[src/rtl/looped_motion_recorder_player_macros.svh]
// Assertion macros for the looped motion recorder and player.
// Used by the top level only; no other dependencies.
`ifndef LOOPED_MOTION_RECORDER_PLAYER_MACROS_SVH
`define LOOPED_MOTION_RECORDER_PLAYER_MACROS_SVH
// check that an antecedent implies a consequent on the next edge
`define LMRP_ASSERT_NEXT(label, ante, cons) \
  label: assert property (@(posedge clk) disable iff (rst) (ante) |=> (cons)) \
    else $error("label failed");
// check that a condition holds at every edge outside reset
`define LMRP_ASSERT_ALWAYS(label, cond) \
  label: assert property (@(posedge clk) disable iff (rst) (cond)) \
    else $error("label failed");
`endif

[src/rtl/lmrp_pkg.sv]
// Package for the looped motion recorder and player: types, constants, operation codes.
// No dependencies.
`timescale 1ns / 1ps
package lmrp_pkg;
  localparam int SampleDepth = 1024;
  localparam int AddrBits = $clog2(SampleDepth);
  localparam int CountBits = AddrBits + 1;
  localparam int TimeBits = 32;
  localparam logic [15:0] XMin = 16'd1311;
  localparam logic [15:0] XMax = 16'd64225;
  localparam logic [15:0] YMin = 16'd3277;
  localparam logic [15:0] YMax = 16'd62259;
  localparam logic [15:0] SpeedOne = 16'd256;

  typedef enum logic [2:0] {
    OP_TICK = 3'd0, OP_SET_POS = 3'd1, OP_START_REC = 3'd2, OP_STOP_REC = 3'd3,
    OP_PAUSE = 3'd4, OP_RESUME = 3'd5, OP_CLEAR = 3'd6, OP_SET_SPEED = 3'd7
  } op_t;

  typedef enum logic [0:0] {
    CFG_ENABLED = 1'b0, CFG_COEFF = 1'b1
  } cfg_idx_t;

  typedef enum logic [3:0] {
    ST_IDLE, ST_DISPATCH, ST_MUL_WAIT, ST_MOD_WAIT, ST_SEARCH, ST_SEARCH_WAIT,
    ST_NEXT_WAIT, ST_FRAC_WAIT, ST_LERP, ST_SMOOTH, ST_RESUME_WAIT, ST_DONE
  } state_t;

  // request and reply of the shared long divider
  typedef struct packed {
    logic        go;
    logic [55:0] num;
    logic [39:0] den;
  } div_req_t;

  typedef struct packed {
    logic        done;
    logic [55:0] quot;
    logic [39:0] rem;
  } div_rsp_t;

  // one sample store entry: time, x, y
  typedef struct packed {
    logic [TimeBits-1:0] t;
    logic [15:0] x;
    logic [15:0] y;
  } sample_t;
endpackage

[src/rtl/lmrp_divider.sv]
// Restoring divider, one quotient bit per cycle, 56-bit numerator by 40-bit divisor.
// Depends on lmrp_pkg.
`timescale 1ns / 1ps
module lmrp_divider
  import lmrp_pkg::*;
(
  input  logic     clk,
  input  logic     rst,
  input  div_req_t req,
  output div_rsp_t rsp
);
  logic [55:0] quot;
  logic [40:0] rem;
  logic [39:0] den;
  logic [5:0]  cnt;
  logic        busy;
  logic        done_r;
  logic [40:0] trial;
  logic [40:0] shifted;

  // form the next partial remainder
  always_comb begin
    shifted = {rem[39:0], quot[55]};
    trial = shifted - {1'b0, den};
  end

  // iterate over the numerator bits
  always_ff @(posedge clk) begin
    if (rst) begin
      busy <= 1'b0;
      done_r <= 1'b0;
      cnt <= '0;
    end else begin
      done_r <= 1'b0;
      if (req.go) begin
        busy <= 1'b1;
        quot <= req.num;
        den <= req.den;
        rem <= '0;
        cnt <= 6'd56;
      end else if (busy) begin
        if (!trial[40]) begin
          rem <= trial;
          quot <= {quot[54:0], 1'b1};
        end else begin
          rem <= shifted;
          quot <= {quot[54:0], 1'b0};
        end
        cnt <= cnt - 6'd1;
        if (cnt == 6'd1) begin
          busy <= 1'b0;
          done_r <= 1'b1;
        end
      end
    end
  end

  assign rsp = '{done: done_r, quot: quot, rem: rem[39:0]};
endmodule

[config.mk]
export PLATFORM = sky130hd
export DESIGN_NAME = lmrp_divider
export DESIGN_NICKNAME = d
export VERILOG_FILES = /design/src/rtl/looped_motion_recorder_player_macros.svh /design/src/rtl/lmrp_pkg.sv /design/src/rtl/lmrp_divider.sv
export SDC_FILE = /design/constraint.sdc
export NUM_CORES = 1
export LEC_CHECK = 0
export ABC_AREA = 1
export BUFFER_PORTS_ARGS = -buffer_cell sky130_fd_sc_hd__buf_2
export CAP_MARGIN = 5
export CORE_MARGIN = 3
export CORE_UTILIZATION = 50
export DETAILED_ROUTE_END_ITERATION = 10
export GPL_TIMING_DRIVEN = 0
export HOLD_SLACK_MARGIN = 0.03
export PLACE_DENSITY = 0.88
export SETUP_SLACK_MARGIN = 0.15
export SYNTH_ARGS = -nofsm -noshare
export SYNTH_HDL_FRONTEND = slang
export SYNTH_SLANG_ARGS = --single-unit
export TNS_END_PERCENT = 50
[constraint.sdc]
create_clock -name clk -period 10.6 [get_ports clk]
set_clock_uncertainty 0.2 [all_clocks]
set_input_delay 2.12 -clock clk [delete_from_list [all_inputs] [get_ports clk]]
set_output_delay 2.12 -clock clk [all_outputs]
set_load 0.01 [all_outputs]
# Word level (Yosys, flattened, before mapping)
# Cells that the tools add are included.
[totals]
reg_bits = 144
in_bits = 99
out_inout_bits = 97
elab_cells = 28
[op_classes]
n_addsub = 2
eq_ne = 1
n_mux = 11
bitwise_logic = 2
reduce_logical = 5
[op_table]
columns = ["op", "n"]
rows = [
  ["$mux 56", 2],
  ["$mux 40", 2],
  ["$sub 41x40->41", 1],
  ["$mux 6", 2],
  ["$eq 6x1->1 const B", 1],
  ["$sub 6x1->6 const B", 1],
  ["$mux 1", 5],
  ["$reduce_and 2->1", 2],
  ["$reduce_or 3->1", 1],
  ["$not 1->1", 2],
  ["$reduce_bool 2->1", 1],
  ["$reduce_or 2->1", 1],
]

# Depth between registers and ports, before layout
# Gate-level depths: netlist of run 1.
[logic_depth]
word_depth = 4
depth_mapped = 18
depth_no_buf = 17

# Worst setup path before layout of run 1
# No wires, ideal clock.
[synth_timing]
kind = "in2reg"
start = "in req[96] (netlist bit)"
end = "reg quot[0] (enable)"
setup_time_ps = 686
arrival_time_ps = 9304
t_required_ps = 9714
slack_ps = 411
path_stages = 4
path_buffers = 2
cell_sequence = "clkbuf_1 inv_1 clkbuf_1 o21ai_0"
[synth_via]
elab_chain_len = 2
[synth_rtl]
columns = ["item", "line_no", "rtl"]
rows = [
  ["start, declared", "lmrp_divider.sv:9", "input div_req_t req,"],
  ["$reduce_bool 2->1 (no source line)", "n/a", ""],
  ["$reduce_and 2->1 (no source line)", "n/a", ""],
  ["end signal, assigned", "lmrp_divider.sv:37", "quot <= req.num;"],
  ["end signal, assigned", "lmrp_divider.sv:44", "quot <= {quot[54:0], 1'b1};"],
  ["end signal, assigned", "lmrp_divider.sv:47", "quot <= {quot[54:0], 1'b0};"],
  ["end, declared", "lmrp_divider.sv:12", "logic [55:0] quot;"],
]
# No other way between the ends.
# A chain may end at the register's enable or synchronous reset.

# Final worst setup path of run 1
[layout_timing]
start = "in req[96] (netlist bit)"
end = "reg rem[19] (enable)"
[layout_via]
elab_chain_len = 2
[layout_rtl]
columns = ["item", "line_no", "rtl"]
rows = [
  ["$reduce_bool 2->1 (no source line)", "n/a", ""],
  ["$reduce_and 2->1 (no source line)", "n/a", ""],
  ["end signal, assigned", "lmrp_divider.sv:43", "rem <= trial;"],
  ["end signal, assigned", "lmrp_divider.sv:46", "rem <= shifted;"],
  ["end, declared", "lmrp_divider.sv:13", "logic [40:0] rem;"],
]
# No other way between the ends.

==> results.py, run 1 <==
metrics = {
    "outcome": {
        "status": "complete, no violations",
    },
    "placed_design": {
        "gp_congestion": 0.966,
        "place_ws_ns": 6.07,
        "place_hpwl_um": 20000,
        "port_buffers": 194,
        "dpl.cell_count": 1671,
    },
    "worst_setup_path": {
        "crit_path_end_kind": "flip-flop",
        "critPathLaunchType": "input port",
        "rr_endpoint": "rem[34]",
        "r2r_cells": 17,
        "required_ns": 10.52,
        "critPathMaxFanout": 27,
        "ff2ff_setup_slack_ns": 7.56,
        "cp.arrival_ns": 3.97,
        "crit_type": "input port to flip-flop",
        "r2r-start": "quot[55]",
    },
    "timing": {
        "period_share_pct": 38.2,
        "final-hold-violation-count": 0,
        "relSlewSlack_pct": 41.8,
        "maxSlewViolCount": 0,
        "setup_ws_ns": 6.55,
        "rsz0062_at_grt": "no",
        "finalSetupViolations": 0,
        "worst_slew_pin_slew_ns": 0.869,
        "hold_slack_ns": 0.300,
        "max_freq_mhz": 247,
        "period_minus_slack_ns": 4.05,
    },
    "synthesis": {
        "post-synth-top-area-cell": "edfxtp_1",
        "synth-seq-cells": 144,
        "synth_edf_count": 136,
        "netlist.area_leader.share_pct": 44.1,
        "syn_inst": 1244,
        "synth_area_per_cell_sq_um": 7.44,
        "yosysMostFrequentCell": "nand2_1",
        "synth_commonest_cells": "522 x nand2_1, 201 x inv_1, 136 x edfxtp_1",
        "syn-cell-area_sq_um": 9250,
        "synthTopCellsByArea": "edfxtp_1 44%, nand2_1 21%, inv_1 8.2%",
        "async_reset_ff_share_pct": 0,
        "ys_warn_count": 0,
        "synth_fp_nets": 1386,
        "seq_area_frac_synth_pct": 45.9,
        "yosysUniqueCellTypes": 38,
        "synthFlopType": "edfxtp_1",
    },
    "global_routing": {
        "grt_pass1_wl_um": 39900,
        "grt_pass1_vias": 8092,
        "track_usage_pct": 25.2,
        "grt_max_degree": 29,
        "grt_antenna_before_repair": 1,
        "grt-ovfl-total": 0,
    },
    "clock_tree": {
        "cts-root-buf": "clkbuf_16",
        "htreeDepth": 4,
        "clkLatencyLatePin_ns": 0.43,
        "cts_made_buffers": 17,
        "numClockSinks": 144,
        "clk_pin_slew_ns": 0.07,
        "tritoncts": "built",
        "clockBufferDepth": 2,
        "cts_resized": 0,
        "cts_hold_buffers": 0,
        "postCtsSetupBuffers": 0,
    },
    "worst_hold_path": {
        "hp-start": "cnt[5]",
        "hold_class": "flip-flop to flip-flop",
        "hold_depth": 2,
        "holdPathEnd": "cnt[5]",
    },
    "finish": {
        "area_growth_pct": 21.0,
        "fillers": 1588,
        "fin_cells": 1704,
        "drive_gt1_share_pct": 18.4,
        "fin_nets": 1603,
        "fin_util_pct": 61.9,
    },
    "run": {
        "drv_cap": 0,
    },
    "floorplanning": {
        "die_height_um": 142,
        "io_pins": 196,
        "die_w_um": 142,
        "core_area_sq_um": 18100,
        "dieArea_sq_um": 20200,
        "initial_core_util_pct": 51.1,
        "num_rows": 49,
    },
    "route": {
        "num_vias": 8452,
        "routedWlPerCell_um": 14.7,
        "ant_nets": 0,
        "dr.pass1.iters": 6,
        "routed_via_density": 4.96,
        "drtIter0Drc": 636,
        "finalWirelength_um": 25000,
        "drc": 0,
    },
    "power": {
        "cellPowerDensity_nw_per_um2": 185,
        "ir_drop_v": 0.000120,
        "p_leak_nw": 5.89,
        "p_total_w": 0.00207,
    },
}
## cells by family after synthesis
family,count (synthesis),share of synthesized area [%]
flops,144,45.9
xor+xnor,24,2.27
simple gates,731,31.8
fa+ha+maj,43,5.90
buf+inv,230,9.89
compound gates,72,4.30
## routing by layer
metal,vias up,GRT usage [%],part of all wire [%]
met1,3825,32.1,42
li1,4285,-,-
met2,308,42.5,48
met4,2,6.77,1.6
met5,-,0,0.028
met3,32,6.92,8.1
## area by class of cell
type                    count  area, sq um  share of cell area, %
plain buffers              26          149                   1.33
well taps                 229          287                   2.56
repair buffers            198         1070                   9.59
multi-input cells         870         4110                   36.7
clock inverters            15          136                   1.22
diodes                      1         2.50                 0.0224
clock buffers              17          425                   3.80
inverters                 204          766                   6.84
flip-flops and latches    144         4240                   37.9
## cells in the final DEF, fill, tap and decap left out, drive strengths merged
master    synthesis  layout
a21boi            1       1
or2               2       2
nand3            30      30
fa                1       1
a21o              2       2
clkinvlp          0       2
diode             0       1
nand3b           10      10
o21ai            16      16
clkinv            0       3
nor2            143     143
and2              1       1
a31oi             3       3
edfxtp          136     136
ha               42      42
o21a              1       1
o31ai             1       1
buf               8     206
o21bai            6       6
a211oi            1       1
a21oi            41      41
nand2           533     533
xor2             24      24
nor3              7       7
inv             204     214
nor4              2       2
nand4             3       3
clkbuf           18      35
dfxtp             8       8
## registers in the layout, summed over array words and instances (netlist names)
signal and cells:
den 40, cnt 6, done_r 1, quot 56, busy 1, rem 40
## through the flow
stage / area [sq um] / TNS, ns
2_1_floorplan: 9250 / 0
3_3_place_gp: 10500 / -271.73
3_5_place_dp: 10600 / 0
4_1_cts: 11200 / 0
5_1_grt: 11200 / 0
6_report: 11200 / 0
## how the worst max path moves through the flow
stage	startpoint	to	slack, ns	cells past startpoint
6_report	req[96]	rem[19]	6.55	6
5_1_grt	req[96]	rem[20]	6.42	6
4_1_cts	req[96]	rem[20]	6.51	6
3_5_place_dp	req[96]	rem[18]	6.07	6
3_3_place_gp	req[96]	rem[18]	-2.81	4
2_1_floorplan	req[96]	quot[0]	0.41	4
## worst max-delay path: stages
cell	delay (ns)
clkbuf_1	0.18
inv_1	0.08
clkbuf_1	0.32
o21ai_4	0.79
buf_16	0.25
buf_12	0.21
## power breakdown
group | switching [W] | internal, W | total [W]
Sequential | 0.0000424 | 0.000709 | 0.000751
Combinational | 0.000466 | 0.000257 | 0.000724
Clock | 0.000279 | 0.000311 | 0.000590
Power figures use the tool's default switching activity.
==> run 2, diff against run 1 <==
- PLACE_DENSITY: 0.88 -> 0.85
- clock period: 10.6 -> 3.95 ns (I/O delays scaled with it)
==> results.py, run 2 (synthesis results as in run 1) <==
metrics = {
    "global_routing": {
        "grt_max_degree": 31,
        "grt_busiest_layer": "met2",
        "met3_usage_pct": 6.38,
        "use_met2_pct": 43.1,
        "track_usage_pct": 25.0,
        "grt_antenna_before_repair": 1,
        "grt-ovfl-total": 0,
        "grt_pass1_vias": 8257,
        "grt_pass1_wl_um": 40000,
        "grt.met1_usage_pct": 31.5,
    },
    "placed_design": {
        "dpl.cell_count": 1671,
        "gp_congestion": 0.969,
        "place_hpwl_um": 19700,
        "port_buffers": 194,
        "dpl_cell_area_sq_um": 10600,
    },
    "worst_setup_path": {
        "crit_path_end_kind": "flip-flop",
        "crit_buf_inv": 3,
        "r2r_cells": 17,
        "crit_type": "flip-flop to flip-flop",
        "path_common_cell": "nand2_1",
        "required_ns": 3.94,
        "max_stage_delay_ns": 0.41,
        "crit_family": "simple AND/OR/NAND/NOR gates",
        "r2r-start": "quot[55]",
        "ff2ff_setup_slack_ns": 1.03,
        "slowest_stage": "fa_1",
        "path_cells": "inv_1 > ha_1 > fa_1 > inv_1 > nand2_1 > nand2_1 > nand3_1 > nand2_2 > nand2_1 > nand3_2 > nand2_2 > nand2_2 > nand2_2 > nand3_1 > nand2_1 > nand2_1 > inv_1",
        "rr_endpoint": "rem[39]",
        "critPathMaxFanout": 8,
        "critPathLaunchType": "flip-flop",
        "cp.arrival_ns": 2.90,
    },
    "clock_tree": {
        "cts-root-buf": "clkbuf_16",
        "clkLatencyLatePin_ns": 0.44,
        "cts_hold_buffers": 0,
        "tritoncts": "built",
        "numClockSinks": 144,
        "cts_made_buffers": 17,
        "clk_pin_slew_ns": 0.07,
        "postCtsSetupBuffers": 0,
        "cts_resized": 0,
        "htreeDepth": 4,
        "clockBufferDepth": 2,
    },
    "route": {
        "routed_via_density": 4.89,
        "num_vias": 8331,
        "routedWlPerCell_um": 14.5,
        "dr.pass1.iters": 5,
        "drc": 0,
        "finalWirelength_um": 24800,
        "ant_nets": 0,
        "drtIter0Drc": 521,
    },
    "finish": {
        "multi_input_area_sq_um": 4110,
        "regArea_sq_um": 4240,
        "reg.largest.list": "quot (56), den (40), rem (40)",
        "fin_nets": 1603,
        "drive_gt1_share_pct": 18.5,
        "fin_cells": 1703,
        "fillers": 1608,
        "largest_register": "quot",
        "largest_reg_flops": 56,
        "design_area_sq_um": 11200,
        "mostFrequentLayoutCells": "522 x nand2_1, 201 x inv_1, 195 x buf_2",
        "layout_commonest_cell": "nand2_1",
        "area_growth_pct": 21.3,
        "antenna_cells": 0,
    },
    "floorplanning": {
        "dieArea_sq_um": 20200,
        "die_w_um": 142,
        "num_rows": 49,
        "die_height_um": 142,
        "io_pins": 196,
        "initial_core_util_pct": 51.1,
        "core_area_sq_um": 18100,
    },
    "worst_hold_path": {
        "hold_depth": 2,
        "hp-start": "cnt[5]",
        "holdPathEnd": "cnt[5]",
        "hold_class": "flip-flop to flip-flop",
    },
    "timing": {
        "period_minus_slack_ns": 2.92,
        "tns_ns": 0,
        "relSlewSlack_pct": 57.8,
        "rsz0062_at_grt": "no",
        "final-hold-violation-count": 0,
        "worst_slew_pin_slew_ns": 0.631,
        "period_share_pct": 73.8,
        "max_freq_mhz": 343,
        "maxSlewViolCount": 0,
        "finalSetupViolations": 0,
    },
    "outcome": {
        "status": "complete, no violations",
    },
    "power": {
        "ir_drop_v": 0.000306,
        "cellPowerDensity_nw_per_um2": 502,
        "p_leak_nw": 5.91,
    },
    "run": {
        "drv_cap": 0,
    },
}
## run 2: cell types whose count changed in the layout (fill, tap and decap cells not counted), sizes merged
cell	before	now
bufinv	0	1
diode	1	0
inv	214	213
## run 2: how the worst max path moves through the flow
stage	cells past startpoint	from	slack, ns	endpoint
after floorplan	4	req[96]	0.36	den[0]
after global placement	4	req[96]	-0.83	den[17]
after detailed placement	6	req[96]	0.94	rem[18]
after CTS	17	quot[55]	1.01	rem[39]
after global routing	17	quot[55]	0.79	rem[39]
final	17	quot[55]	1.03	rem[39]
## run 2: through the flow
step                      hold WS (ns)  util [%]  power [W]  setup slack (ns)
after detailed placement         0.277      58.6    0.00395             0.937
final                            0.288      62.0    0.00563              1.03
after floorplan                  0.248         -    0.00337             0.362
after global placement           0.266      58.2    0.00391            -0.831
after CTS                        0.290      62.0    0.00565              1.01
after global routing             0.309      62.0    0.00598             0.794
## run 2: layout make-up
cell class                      count  share of cell area, %
Clock inverter                     15                   1.69
Multi-Input combinational cell    870                   36.6
Timing Repair Buffer              198                   9.37
Inverter                          204                   6.82
Sequential cell                   144                   37.8
Buffer                             26                   1.33
Tap cell                          229                   2.55
Clock buffer                       17                   3.79
## run 2: metal layers
layer  part of all wire (%)  vias up
li1                       -     4279
met1                     43     3758
met2                     48      263
met3                    7.1       29
met4                    1.5        2
met5                  0.028        -
## run 2: report_power, final
part	switching [W]	internal, W
logic	0.00125	0.000686
registers	0.000111	0.00190
clock network	0.000771	0.000916
total	0.00213	0.00350
## run 2: worst reg2reg max path, stage by stage (launching register included)
cell and delay (ns):
edfxtp_1 0.37, inv_1 0.05, ha_1 0.23, fa_1 0.41
inv_1 0.09, nand2_1 0.06, nand2_1 0.08, nand3_1 0.09
nand2_2 0.12, nand2_1 0.08, nand3_2 0.11, nand2_2 0.08
nand2_2 0.08, nand2_2 0.07, nand3_1 0.30, nand2_1 0.09
nand2_1 0.11, inv_1 0.05
==> run 3, diff against run 2 <==
- PLACE_DENSITY: 0.85 -> 0.88
- clock period: 3.95 -> 2.63 ns (I/O delays scaled with it)
==> results.py, run 3 (synthesis results as in run 1) <==
metrics = {
    "outcome": {
        "status": "finished, violations left",
        "violations": "negative setup slack",
    },
    "worst_setup_path": {
        "critPathLaunchType": "flip-flop",
        "crit_path_end_kind": "flip-flop",
        "cp.arrival_ns": 2.72,
        "crit_type": "flip-flop to flip-flop",
        "ff2ff_setup_slack_ns": -0.09,
        "critPathMaxFanout": 7,
        "required_ns": 2.62,
    },
    "floorplanning": {
        "core_area_sq_um": 18100,
        "num_rows": 49,
        "die_w_um": 142,
        "io_pins": 196,
        "initial_core_util_pct": 51.1,
        "die_height_um": 142,
        "dieArea_sq_um": 20200,
    },
    "timing": {
        "relSlewSlack_pct": 47.1,
        "maxSlewViolCount": 0,
        "worst_slew_pin_slew_ns": 0.790,
        "finalSetupViolations": 32,
        "tns_ns": -2.09,
        "period_share_pct": 104,
        "max_freq_mhz": 367,
        "final-hold-violation-count": 0,
        "period_minus_slack_ns": 2.72,
        "rsz0062_at_grt": "yes",
        "hold_slack_ns": 0.0604,
        "setup_ws_ns": -0.0943,
    },
    "clock_tree": {
        "clkLatencyLatePin_ns": 0.44,
        "cts_made_buffers": 17,
        "clk_pin_slew_ns": 0.07,
        "cts-root-buf": "clkbuf_16",
        "tritoncts": "built",
        "numClockSinks": 144,
        "htreeDepth": 4,
        "cts_hold_buffers": 0,
        "clockBufferDepth": 2,
    },
    "route": {
        "finalWirelength_um": 27400,
        "num_vias": 8755,
        "routedWlPerCell_um": 15.9,
        "drc": 0,
        "routed_via_density": 5.07,
        "dr.pass1.iters": 5,
        "ant_nets": 0,
        "drtIter0Drc": 648,
    },
    "power": {
        "p_switching_w": 0.00357,
        "p_leak_nw": 6.12,
        "p_clk_share_pct": 27.0,
        "intPower_w": 0.00564,
        "ir_drop_v": 0.000496,
        "cellPowerDensity_nw_per_um2": 756,
        "pwr-share-seq_pct": 33.4,
        "combinationalPowerShare_pct": 39.6,
        "switching_share_pct": 38.8,
    },
    "finish": {
        "largest_reg_flops": 56,
        "largest_register": "quot",
        "drive_gt1_share_pct": 26.1,
        "fillers": 1432,
        "mostFrequentLayoutCells": "491 x nand2_1, 197 x inv_1, 194 x buf_2",
        "area_growth_pct": 31.8,
        "layout_commonest_cell": "nand2_1",
        "antenna_cells": 0,
        "fin_nets": 1626,
        "design_area_sq_um": 12200,
        "reg.largest.list": "quot (56), den (40), rem (40)",
    },
    "placed_design": {
        "place_hpwl_um": 20100,
        "dpl_cell_area_sq_um": 10600,
        "port_buffers": 194,
        "place_ws_ns": -0.385,
        "gp_congestion": 0.927,
    },
    "global_routing": {
        "grt_max_degree": 31,
        "grt_pass1_wl_um": 42000,
        "grt-ovfl-total": 0,
        "grt_pass1_vias": 8572,
        "track_usage_pct": 26.3,
        "grt_antenna_before_repair": 0,
    },
    "worst_hold_path": {
        "hold_class": "input port to flip-flop",
    },
    "run": {
        "drv_cap": 0,
    },
}
run 3: cell type report:
class	count	area [sq um]	share of cell area, %
buffer	26	190	1.56
clock buffer	17	425	3.49
clock inverter	15	184	1.51
inverter	204	766	6.28
multi-input combinational	870	4770	39.1
sequential	144	4240	34.8
tap	229	287	2.35
timing repair buffer	221	1330	10.9
run 3: timing repair:
action | CTS | global route
pin swaps | 10 | 20
hold endpoints to repair | 0 | 0
gates cloned | 3 | 0
gates resized for setup | 47 | 72
endpoints found under the setup margin | 41 | 41
buffers inserted | 10 | 10
run 3: worst paths after layout:
path,end,from,cells past startpoint
max,rem[13],den[0],18
min,den[29],req[29],1
max reg2reg,rem[13],den[0],18
min reg2reg,cnt[5],cnt[5],2
run 3: power by group through the flow:
stage / clock network, W / logic (W) / registers [W]
after floorplan: 0 / 0.00193 / 0.00314
after global placement: 0 / 0.00279 / 0.00307
after detailed placement: 0 / 0.00289 / 0.00307
after CTS: 0.00249 / 0.00329 / 0.00304
after global routing: 0.00259 / 0.00399 / 0.00310
final: 0.00249 / 0.00365 / 0.00308
run 3: per-layer routing:
layer	part of all wire, %	GRT usage (%)	vias to the layer above
li1	-	-	4332
met1	41	32.6	4010
met2	50	46.0	372
met3	7.8	6.85	41
met4	1.8	6.52	0
met5	0	0	-
run 3: critical path, cell delays in order (launching register included):
cell	delay (ns)
edfxtp_1	0.42
ha_4	0.19
fa_2	0.35
inv_2	0.09
nand2_2	0.06
nand2_2	0.07
nand3_2	0.06
nand2_2	0.11
nand2_2	0.08
nand3_4	0.08
nand2_4	0.08
nand2_4	0.08
nand2_4	0.07
nand2_8	0.13
buf_12	0.12
buf_8	0.12
nand2_1	0.05
nand2_1	0.06
nor2_1	0.05
run 3: per-stage QoR:
step | util [%] | power, W | std cells
3_5_place_dp | 58.9 | 0.00596 | 1671
5_1_grt | 67.4 | 0.00969 | 1726
3_3_place_gp | 58.3 | 0.00587 | 1667
4_1_cts | 64.5 | 0.00882 | 1716
6_report | 67.4 | 0.00922 | 1726
2_1_floorplan | - | 0.00507 | 1244
